`src/rtl/core/bias_pkg.sv`:
```
// Package for the bounded integer array stack.
// Holds the request and response word types, request and status codes,
// and the memory command type. No dependencies.
`default_nettype none

package bias_pkg;

    // Default number of words in the store.
    localparam int DEF_CAPACITY = 256;
    // Widest address the capacity range can need.
    localparam int MAX_AW = 16;

    // Request codes.
    localparam logic [2:0] REQ_SET    = 3'd0;
    localparam logic [2:0] REQ_GET    = 3'd1;
    localparam logic [2:0] REQ_PUSH   = 3'd2;
    localparam logic [2:0] REQ_POP    = 3'd3;
    localparam logic [2:0] REQ_FIND   = 3'd4;
    localparam logic [2:0] REQ_SORT   = 3'd5;
    localparam logic [2:0] REQ_RESIZE = 3'd6;

    // Status codes.
    localparam logic [1:0] ST_OK       = 2'd0;
    localparam logic [1:0] ST_BADINDEX = 2'd1;
    localparam logic [1:0] ST_NOROOM   = 2'd2;
    localparam logic [1:0] ST_NOTFOUND = 2'd3;

    typedef struct packed {
        logic [2:0]         req_type;
        logic [7:0]         index;
        logic signed [31:0] value;
        logic [8:0]         new_length;
    } req_word_t;

    typedef struct packed {
        logic [1:0]         status;
        logic signed [31:0] read_value;
        logic [7:0]         found_index;
        logic [8:0]         length;
    } rsp_word_t;

    // One access of the single-port word store: a write, or else a read.
    typedef struct packed {
        logic              wr_en;
        logic [MAX_AW-1:0] addr;
        logic [31:0]       wdata;
    } mem_cmd_t;

endpackage

`default_nettype wire

```
`src/rtl/core/bias_ctrl.sv`:
```
// Request sequencer: walks the word store for every request and builds
// the response word. Depends on bias_pkg; drives one bias_mem port.
`default_nettype none

module bias_ctrl #(
    parameter int CAPACITY = bias_pkg::DEF_CAPACITY
) (
    input  wire                 clk,
    input  wire                 rst_n,
    input  wire                 req_valid,
    output logic                req_stall,
    input  bias_pkg::req_word_t req,
    output logic                rsp_valid,
    input  wire                 rsp_stall,
    output bias_pkg::rsp_word_t rsp,
    output bias_pkg::mem_cmd_t  cmd,
    input  wire [31:0]          rdata
);
    import bias_pkg::*;

    localparam int AW   = $clog2(CAPACITY);
    localparam int CW   = $clog2(CAPACITY + 1);
    localparam int CMPW = (CW > 9) ? CW : 9;
    localparam logic [CMPW-1:0] CAP_W = CMPW'(CAPACITY);

    localparam logic [3:0] S_IDLE  = 4'd0;
    localparam logic [3:0] S_EXEC  = 4'd1;
    localparam logic [3:0] S_GETW  = 4'd2;
    localparam logic [3:0] S_FRD   = 4'd3;
    localparam logic [3:0] S_FCMP  = 4'd4;
    localparam logic [3:0] S_ZERO  = 4'd5;
    localparam logic [3:0] S_SKEY  = 4'd6;
    localparam logic [3:0] S_SKEYW = 4'd7;
    localparam logic [3:0] S_SRD   = 4'd8;
    localparam logic [3:0] S_SCMP  = 4'd9;
    localparam logic [3:0] S_SPUT  = 4'd10;

    logic [3:0]    state_reg, state_next;
    logic [CW-1:0] count_reg, count_next;
    logic [CW-1:0] i_reg, i_next;
    logic [CW-1:0] j_reg, j_next;
    logic [31:0]   key_reg, key_next;
    req_word_t     req_reg, req_next;
    logic          rsp_valid_reg, rsp_valid_next;
    rsp_word_t     rsp_reg, rsp_next;

    logic [CMPW-1:0] count_w, idx_w, nlen_w, i_w, len_w;
    logic [CW-1:0]   i_inc, nlen_c;
    logic            idx_ok;

    assign count_w = CMPW'(count_reg);
    assign idx_w   = CMPW'(req_reg.index);
    assign nlen_w  = CMPW'(req_reg.new_length);
    assign i_w     = CMPW'(i_reg);
    assign len_w   = CMPW'(count_next);
    assign i_inc   = i_reg + 1'b1;
    assign nlen_c  = nlen_w[CW-1:0];
    assign idx_ok  = idx_w < count_w;

    // A new word is taken only when idle and the response slot is free.
    assign req_stall = (state_reg != S_IDLE) || (rsp_valid_reg && rsp_stall);
    assign rsp_valid = rsp_valid_reg;
    assign rsp       = rsp_reg;

    always_comb
    begin
        logic       fin;
        logic [1:0] st;
        logic [31:0] rd;
        logic [7:0] fi;
        fin            = 1'b0;
        st             = ST_OK;
        rd             = '0;
        fi             = '0;
        state_next     = state_reg;
        count_next     = count_reg;
        i_next         = i_reg;
        j_next         = j_reg;
        key_next       = key_reg;
        req_next       = req_reg;
        rsp_valid_next = rsp_valid_reg && rsp_stall;
        rsp_next       = rsp_reg;
        cmd            = '0;

        case (state_reg)
            S_IDLE:
            begin
                if (req_valid && !req_stall)
                begin
                    req_next   = req;
                    state_next = S_EXEC;
                end
            end
            S_EXEC:
            begin
                case (req_reg.req_type)
                    REQ_SET:
                    begin
                        fin = 1'b1;
                        if (idx_ok)
                        begin
                            cmd.wr_en = 1'b1;
                            cmd.addr  = MAX_AW'(idx_w[AW-1:0]);
                            cmd.wdata = req_reg.value;
                        end
                        else
                        begin
                            st = ST_BADINDEX;
                        end
                    end
                    REQ_GET:
                    begin
                        if (idx_ok)
                        begin
                            cmd.addr   = MAX_AW'(idx_w[AW-1:0]);
                            state_next = S_GETW;
                        end
                        else
                        begin
                            fin = 1'b1;
                            st  = ST_BADINDEX;
                        end
                    end
                    REQ_PUSH:
                    begin
                        fin = 1'b1;
                        if (count_w < CAP_W)
                        begin
                            cmd.wr_en  = 1'b1;
                            cmd.addr   = MAX_AW'(count_reg[AW-1:0]);
                            cmd.wdata  = req_reg.value;
                            count_next = count_reg + 1'b1;
                        end
                        else
                        begin
                            st = ST_NOROOM;
                        end
                    end
                    REQ_POP:
                    begin
                        if (count_reg != '0)
                        begin
                            count_next = count_reg - 1'b1;
                            cmd.addr   = MAX_AW'(count_next[AW-1:0]);
                            state_next = S_GETW;
                        end
                        else
                        begin
                            fin = 1'b1;
                            st  = ST_BADINDEX;
                        end
                    end
                    REQ_FIND:
                    begin
                        i_next = '0;
                        if (count_reg == '0)
                        begin
                            fin = 1'b1;
                            st  = ST_NOTFOUND;
                        end
                        else
                        begin
                            state_next = S_FRD;
                        end
                    end
                    REQ_SORT:
                    begin
                        i_next = CW'(1);
                        if (count_w <= CMPW'(1))
                        begin
                            fin = 1'b1;
                        end
                        else
                        begin
                            state_next = S_SKEY;
                        end
                    end
                    REQ_RESIZE:
                    begin
                        if (nlen_w > CAP_W)
                        begin
                            fin = 1'b1;
                            st  = ST_NOROOM;
                        end
                        else if (nlen_w <= count_w)
                        begin
                            fin        = 1'b1;
                            count_next = nlen_c;
                        end
                        else
                        begin
                            i_next     = count_reg;
                            state_next = S_ZERO;
                        end
                    end
                    default:
                    begin
                        fin = 1'b1;
                    end
                endcase
            end
            // Read data from a get or a pop is back.
            S_GETW:
            begin
                fin = 1'b1;
                rd  = rdata;
            end
            // Linear search, one read and one compare per word.
            S_FRD:
            begin
                cmd.addr   = MAX_AW'(i_reg[AW-1:0]);
                state_next = S_FCMP;
            end
            S_FCMP:
            begin
                if (rdata == req_reg.value)
                begin
                    fin = 1'b1;
                    fi  = i_w[7:0];
                end
                else if (i_inc == count_reg)
                begin
                    fin = 1'b1;
                    st  = ST_NOTFOUND;
                end
                else
                begin
                    i_next     = i_inc;
                    state_next = S_FRD;
                end
            end
            // Zero-fill of the words a resize adds, one per cycle.
            S_ZERO:
            begin
                cmd.wr_en = 1'b1;
                cmd.addr  = MAX_AW'(i_reg[AW-1:0]);
                i_next    = i_inc;
                if (i_inc == nlen_c)
                begin
                    fin        = 1'b1;
                    count_next = nlen_c;
                end
            end
            // Insertion sort: fetch the key, then shift larger words up.
            S_SKEY:
            begin
                cmd.addr   = MAX_AW'(i_reg[AW-1:0]);
                state_next = S_SKEYW;
            end
            S_SKEYW:
            begin
                key_next   = rdata;
                j_next     = i_reg;
                state_next = S_SRD;
            end
            S_SRD:
            begin
                cmd.addr   = MAX_AW'(AW'(j_reg - 1'b1));
                state_next = S_SCMP;
            end
            S_SCMP:
            begin
                cmd.wr_en = 1'b1;
                cmd.addr  = MAX_AW'(j_reg[AW-1:0]);
                if ($signed(key_reg) < $signed(rdata))
                begin
                    cmd.wdata = rdata;
                    j_next    = j_reg - 1'b1;
                    state_next = (j_next == '0) ? S_SPUT : S_SRD;
                end
                else
                begin
                    cmd.wdata = key_reg;
                    i_next    = i_inc;
                    if (i_inc == count_reg)
                    begin
                        fin = 1'b1;
                    end
                    else
                    begin
                        state_next = S_SKEY;
                    end
                end
            end
            S_SPUT:
            begin
                cmd.wr_en = 1'b1;
                cmd.addr  = '0;
                cmd.wdata = key_reg;
                i_next    = i_inc;
                if (i_inc == count_reg)
                begin
                    fin = 1'b1;
                end
                else
                begin
                    state_next = S_SKEY;
                end
            end
            default:
            begin
                state_next = S_IDLE;
            end
        endcase

        // Load the response register when the request completes.
        if (fin)
        begin
            state_next           = S_IDLE;
            rsp_valid_next       = 1'b1;
            rsp_next.status      = st;
            rsp_next.read_value  = rd;
            rsp_next.found_index = fi;
            rsp_next.length      = len_w[8:0];
        end
    end

    always_ff @(posedge clk or negedge rst_n)
    begin
        if (!rst_n)
        begin
            state_reg     <= S_IDLE;
            count_reg     <= '0;
            rsp_valid_reg <= 1'b0;
        end
        else
        begin
            state_reg     <= state_next;
            count_reg     <= count_next;
            rsp_valid_reg <= rsp_valid_next;
        end
    end

    always_ff @(posedge clk)
    begin
        i_reg   <= i_next;
        j_reg   <= j_next;
        key_reg <= key_next;
        req_reg <= req_next;
        rsp_reg <= rsp_next;
    end

endmodule

`default_nettype wire

```
`config.mk`:
```
export PLATFORM = sky130hd
export DESIGN_NAME = bias_ctrl
export DESIGN_NICKNAME = d
export VERILOG_FILES = /design/src/rtl/core/bias_pkg.sv /design/src/rtl/core/bias_ctrl.sv
export SDC_FILE = /design/constraint.sdc
export NUM_CORES = 1
export LEC_CHECK = 0
export BUFFER_PORTS_ARGS = -buffer_cell sky130_fd_sc_hd__clkbuf_2
export CAP_MARGIN = 25
export CORE_UTILIZATION = 40
export CTS_CLUSTER_SIZE = 12
export DETAILED_ROUTE_END_ITERATION = 16
export GPL_TIMING_DRIVEN = 0
export HOLD_SLACK_MARGIN = 0.03
export MAX_ROUTING_LAYER = met4
export PLACE_DENSITY = 0.62
export SYNTH_ARGS = -nofsm -noshare
export SYNTH_HDL_FRONTEND = slang
export SYNTH_SLANG_ARGS = --single-unit
```
`constraint.sdc`:
```
create_clock -name clk -period 5.15 [get_ports clk]
set_clock_uncertainty 0.15 [all_clocks]
set_input_delay 0.2575 -clock clk [delete_from_list [all_inputs] [get_ports clk]]
set_output_delay 0.2575 -clock clk [all_outputs]
set_load 0.05 [all_outputs]
```
== Word-level counts from Yosys, hierarchy flattened ==
Index checks and enable logic that the tools add are counted.
Word-level totals
  register bits: 167
  bits of input ports: 88
  output and inout bits: 102
  word-level logic and storage cells: 147
Operators by class
  add/sub/neg operators: 4
  magnitude comparators: 6
  eq/ne operators: 37
  muxes and demuxes: 64
  reductions and logical operators: 22
Operators with widths (number)
  16-bit one-hot mux with 4 select lines: 2
  9-bit 2-to-1 mux: 11
  49-bit 2-to-1 mux: 2
  32-bit one-hot mux with 3 select lines: 1
  32-bit one-hot mux with 2 select lines: 1
  9-bit one-hot mux with 3 select lines: 2
  4-bit 2-to-1 mux: 12
  4-bit one-hot mux with 10 select lines: 1
  9-bit one-hot mux with 2 select lines: 2
  9-bit one-hot mux with 4 select lines: 1
  32-bit == test: 1
  32-bit less-than comparator: 1
  32-bit 2-to-1 mux: 1
  4-bit != test, second input constant: 6
  4-bit one-hot mux with 5 select lines: 1
  9-bit by 1-bit adder with 9-bit output, second input constant: 2
  9-bit == test: 2
  9-bit zero test: 2
  9-bit by 1-bit subtractor with 9-bit output, second input constant: 2
  4-bit by 3-bit == test with 1-bit output, second input constant: 4
  8-bit 2-to-1 mux: 2
  3-bit != test, second input constant: 5
  1-bit 2-to-1 mux: 13
  4-bit == test, second input constant: 3
  other kinds (33): 53

== Logic depth before layout (Yosys ltp) ==
  depth after elaboration: 7
  depth in mapped cells: 13
  gate-level depth less buffers: 10

== Worst setup path before layout ==
No wires, ideal clock.
  kind: register to output
  start: reg count_reg[4]
  end: out cmd[32] in the netlist's numbering
  arrival: 3172 ps
  required time: 4743 ps
  setup slack: 1570 ps
  cell stages (with the launch flop): 12
  buffers on the path: 2
  cell sequence: dfrtp_1 > clkbuf_1 > inv_2 > ha_1 > a21oi_1 > o21ai_0 > o21bai_1 > a21oi_1 > o21a_1 > clkbuf_1 > a22oi_1 > o21ai_0
RTL lines
  start, declared: RTL line bias_ctrl.sv:39  | logic [CW-1:0] count_reg, count_next;
  start signal, assigned: RTL line bias_ctrl.sv:329  | count_reg <= count_next;
  end, declared: RTL line bias_ctrl.sv:16  | output bias_pkg::mem_cmd_t cmd,

==> reports/results.ini <==
[power_and_ir_drop]
finalPower_mw = 6.82
vdd_drop_max_uv = 249
power_density_mw_per_mm2 = 517
p_leak_nw = 5.51

[grt]
overflow = 0
grt_max_degree = 35
antenna_found_initial = 0
gr-usage-all-layers = 0.280
grt_pass1_wl_mm = 53.3
grt_pass1_vias = 8979

[drt]
drtIter0Drc = 1141
dr_total_vias = 9218
drt-total-wl_mm = 35.5
ant_nets = 0
highest_layer = met4
drt-met1-wl_mm = 15.6
met2_length_mm = 16.6
dr_wl_met3_mm = 2.30
drc = 0
wl_per_cell_um = 21.3
dr.pass1.iters = 6
vias_per_cell = 5.54

[logic_synthesis]
seq_area_frac_synth = 0.479
syn_avg_cell_area_um2 = 10.1
yosys_warnings = 0
synth_area_mm2 = 0.0103
synth_edf_count = 153
yosysUniqueCellTypes = 79
ys.flop_type = edfxtp_1
synthArstFlopShare = 0.0838
synthCells = 1024
ys_seq_elements = 167

[sta]
final.min_clock_period_ns = 4.97
maxSlewViolCount = 0
fmax_mhz = 201
timing.setup.tns_ns = 0
rsz0062_at_grt = false
worst_hold_slack_ns = 0.203
setup_viol = 0
finalCritPeriodShare = 0.965
relSlewSlack = 0.284
hold_violations = 0
worst_slew_pin_slew_ns = 1.07

[setup_path]
slowest_delay_ns = 0.68
crit_family = buffers and inverters
r2r_start = count_reg[1]$_DFF_PN0_
slowest_stage = a2111oi_1
worst-path-max-fanout = 10
cp_cell_sequence = dlygate4sd3_1, clkbuf_2, inv_1, ha_1, a21oi_1, o21ai_0, a2111oi_1, a21oi_1, a21o_1, nor2_1, clkbuf_1, a22oi_1, nand2_1, clkbuf_2
rrSetupSlack_ns = 0.71
crit_path_end = cmd[12]
r2r.worst_path.cells = 12
cp.buffers_inverters = 5
crit_required_ns = 4.74
regToRegEndpoint = rsp[31]$_SDFFCE_PN0P_
cp-start-kind = primary input
startpoint = rdata[19]
crit_path_end_kind = primary output
worstPathArrival_ns = 4.56
crit_type = primary input to primary output
worstSetupPathDepth = 14

[finish]
layout-area-overhead-vs-synth_pct = 27.9
fin_util = 0.523
stdcell_count = 1664
drive_above_1_share = 0.194
largest_reg_flops = 51
antennaDiodeCount = 0
nets = 1464

[clock_network]
root_buffer = clkbuf_16
cts_tree = yes
cts.sinks = 167
clockBufferDepth = 2
htree_levels = 4
clk_pin_slew_ns = 0.08
cts_made_buffers = 17
clk-insertion-delay-late_ns = 0.45

[floorplanning]
rows = 58
die_area_mm2 = 0.0265
start_util = 0.409
core_mm2 = 0.0253
die_h_um = 163
fp.dieW_um = 163
num_io_pins = 190

[min_path]
hold_class = primary input to asynchronous set/reset pin

[place]
dp_hpwl_mm = 26.1
placed_cells = 1546
gp_congestion = 1.01
io_buffers = 181

[job]
max_cap_violations = 0

[outcome]
status = complete, no violations

## worst min path at each step
stage	startpoint	endpoint	cells past startpoint
floorplan	rst_n	count_reg[0]$_DFF_PN0_	0
global placement	rst_n	count_reg[5]$_DFF_PN0_	1
detailed placement	rst_n	count_reg[5]$_DFF_PN0_	1
CTS	rst_n	state_reg[3]$_DFFE_PN0P_	2
global route	rst_n	state_reg[3]$_DFFE_PN0P_	2
finish	rst_n	count_reg[3]$_DFF_PN0_	2
## stage by stage
stage	area (um2)	worst slack (ns)
final	13200	0.181
after global routing	13200	0.0233
after CTS	13200	0.249
after detailed placement	11700	0.778
after global placement	11700	0.357
after floorplan	10300	1.57
## cell families after synthesis
group,share of synthesized area
flops,0.479
xor+xnor,0.0711
mux,0.00412
buf+inv,0.0507
simple gates,0.174
fa+ha+maj,0.0676
other cells,0.000363
compound gates,0.153
## timing repair
action | CTS | global route
setup endpoints to repair | 0 | 17
hold buffers | 86 | 0
gates resized for setup | 0 | 1
setup buffers | 0 | 0
hold endpoints to repair | 99 | 0
## routing by layer
metal | track usage | up-vias
li1 | - | 4356
met1 | 0.372 | 4386
met2 | 0.443 | 417
met3 | 0.0372 | 59
met4 | 0.0905 | 0
met5 | - | -
## synth_stat cells, drive strengths merged (5+ instances only)
library cell    n  share of area
edfxtp        153           0.45
nand2         133          0.049
o21ai          69          0.033
ha             55          0.067
nor2           55          0.020
inv            50          0.018
a21oi          47          0.023
xor2           47          0.040
clkbuf         43          0.016
a22oi          42          0.031
and3           38          0.024
nand3          28          0.014
xnor2          24          0.020
buf            23          0.016
nor4           19          0.013
nor3           16         0.0087
dfrtp          14          0.034
and2           13         0.0079
nand4          13         0.0079
or3            10         0.0061
a21o            9         0.0065
nor2b           9         0.0055
a211oi          6         0.0044
a221oi          6         0.0057
a31oi           6         0.0036
nand2b          6         0.0036
o21a            6         0.0044
o21bai          5         0.0036
xnor3           5          0.011
## cells in the final DEF, fill, tap and decap left out, types with 5 or more instances in the layout
cell type      netlist  final
nor3_1              14     14
dfrtp_1             14     14
inv_1               49     49
xor2_1              47     47
dlygate4sd3_1        0     86
o21ai_0             67     67
ha_1                55     55
a21o_1               9      9
a211oi_1             6      6
buf_4               12     14
and2_1              13     13
clkbuf_16            0     17
edfxtp_1           153    153
nor4_1              17     16
nand3_1             27     27
conb_1               1      8
nand2_1            132    132
o21a_1               6      6
xnor2_1             24     24
inv_8                0      5
a22oi_1             42     42
a21oi_1             47     47
nand2b_1             6      6
o21bai_1             5      5
nor2_1              55     55
or3_1               10     10
nand4_1             13     13
a31oi_1              6      6
clkbuf_2             0    181
a221oi_1             5      5
and3_1              37     36
xnor3_1              5      5
nor2b_1              9      9
clkbuf_1            43     43
## layout make-up
class | count | area (um2)
fill | 2345 | 12000
sequential | 167 | 4940
multi-input combinational | 746 | 4890
timing repair buffer | 271 | 1820
clock buffer | 17 | 425
tap | 330 | 413
buffer | 66 | 328
inverter | 52 | 195
clock inverter | 15 | 189
## power breakdown
| group | leakage, nW | switching, mW | internal [mW] | total [mW] |
|---|---|---|---|---|
| clock network | 0.299 | 0.670 | 0.667 | 1.34 |
| registers | 1.61 | 0.195 | 1.93 | 2.13 |
| logic | 3.60 | 2.37 | 0.989 | 3.36 |
No activity file was read; power rests on OpenSTA's default activity.
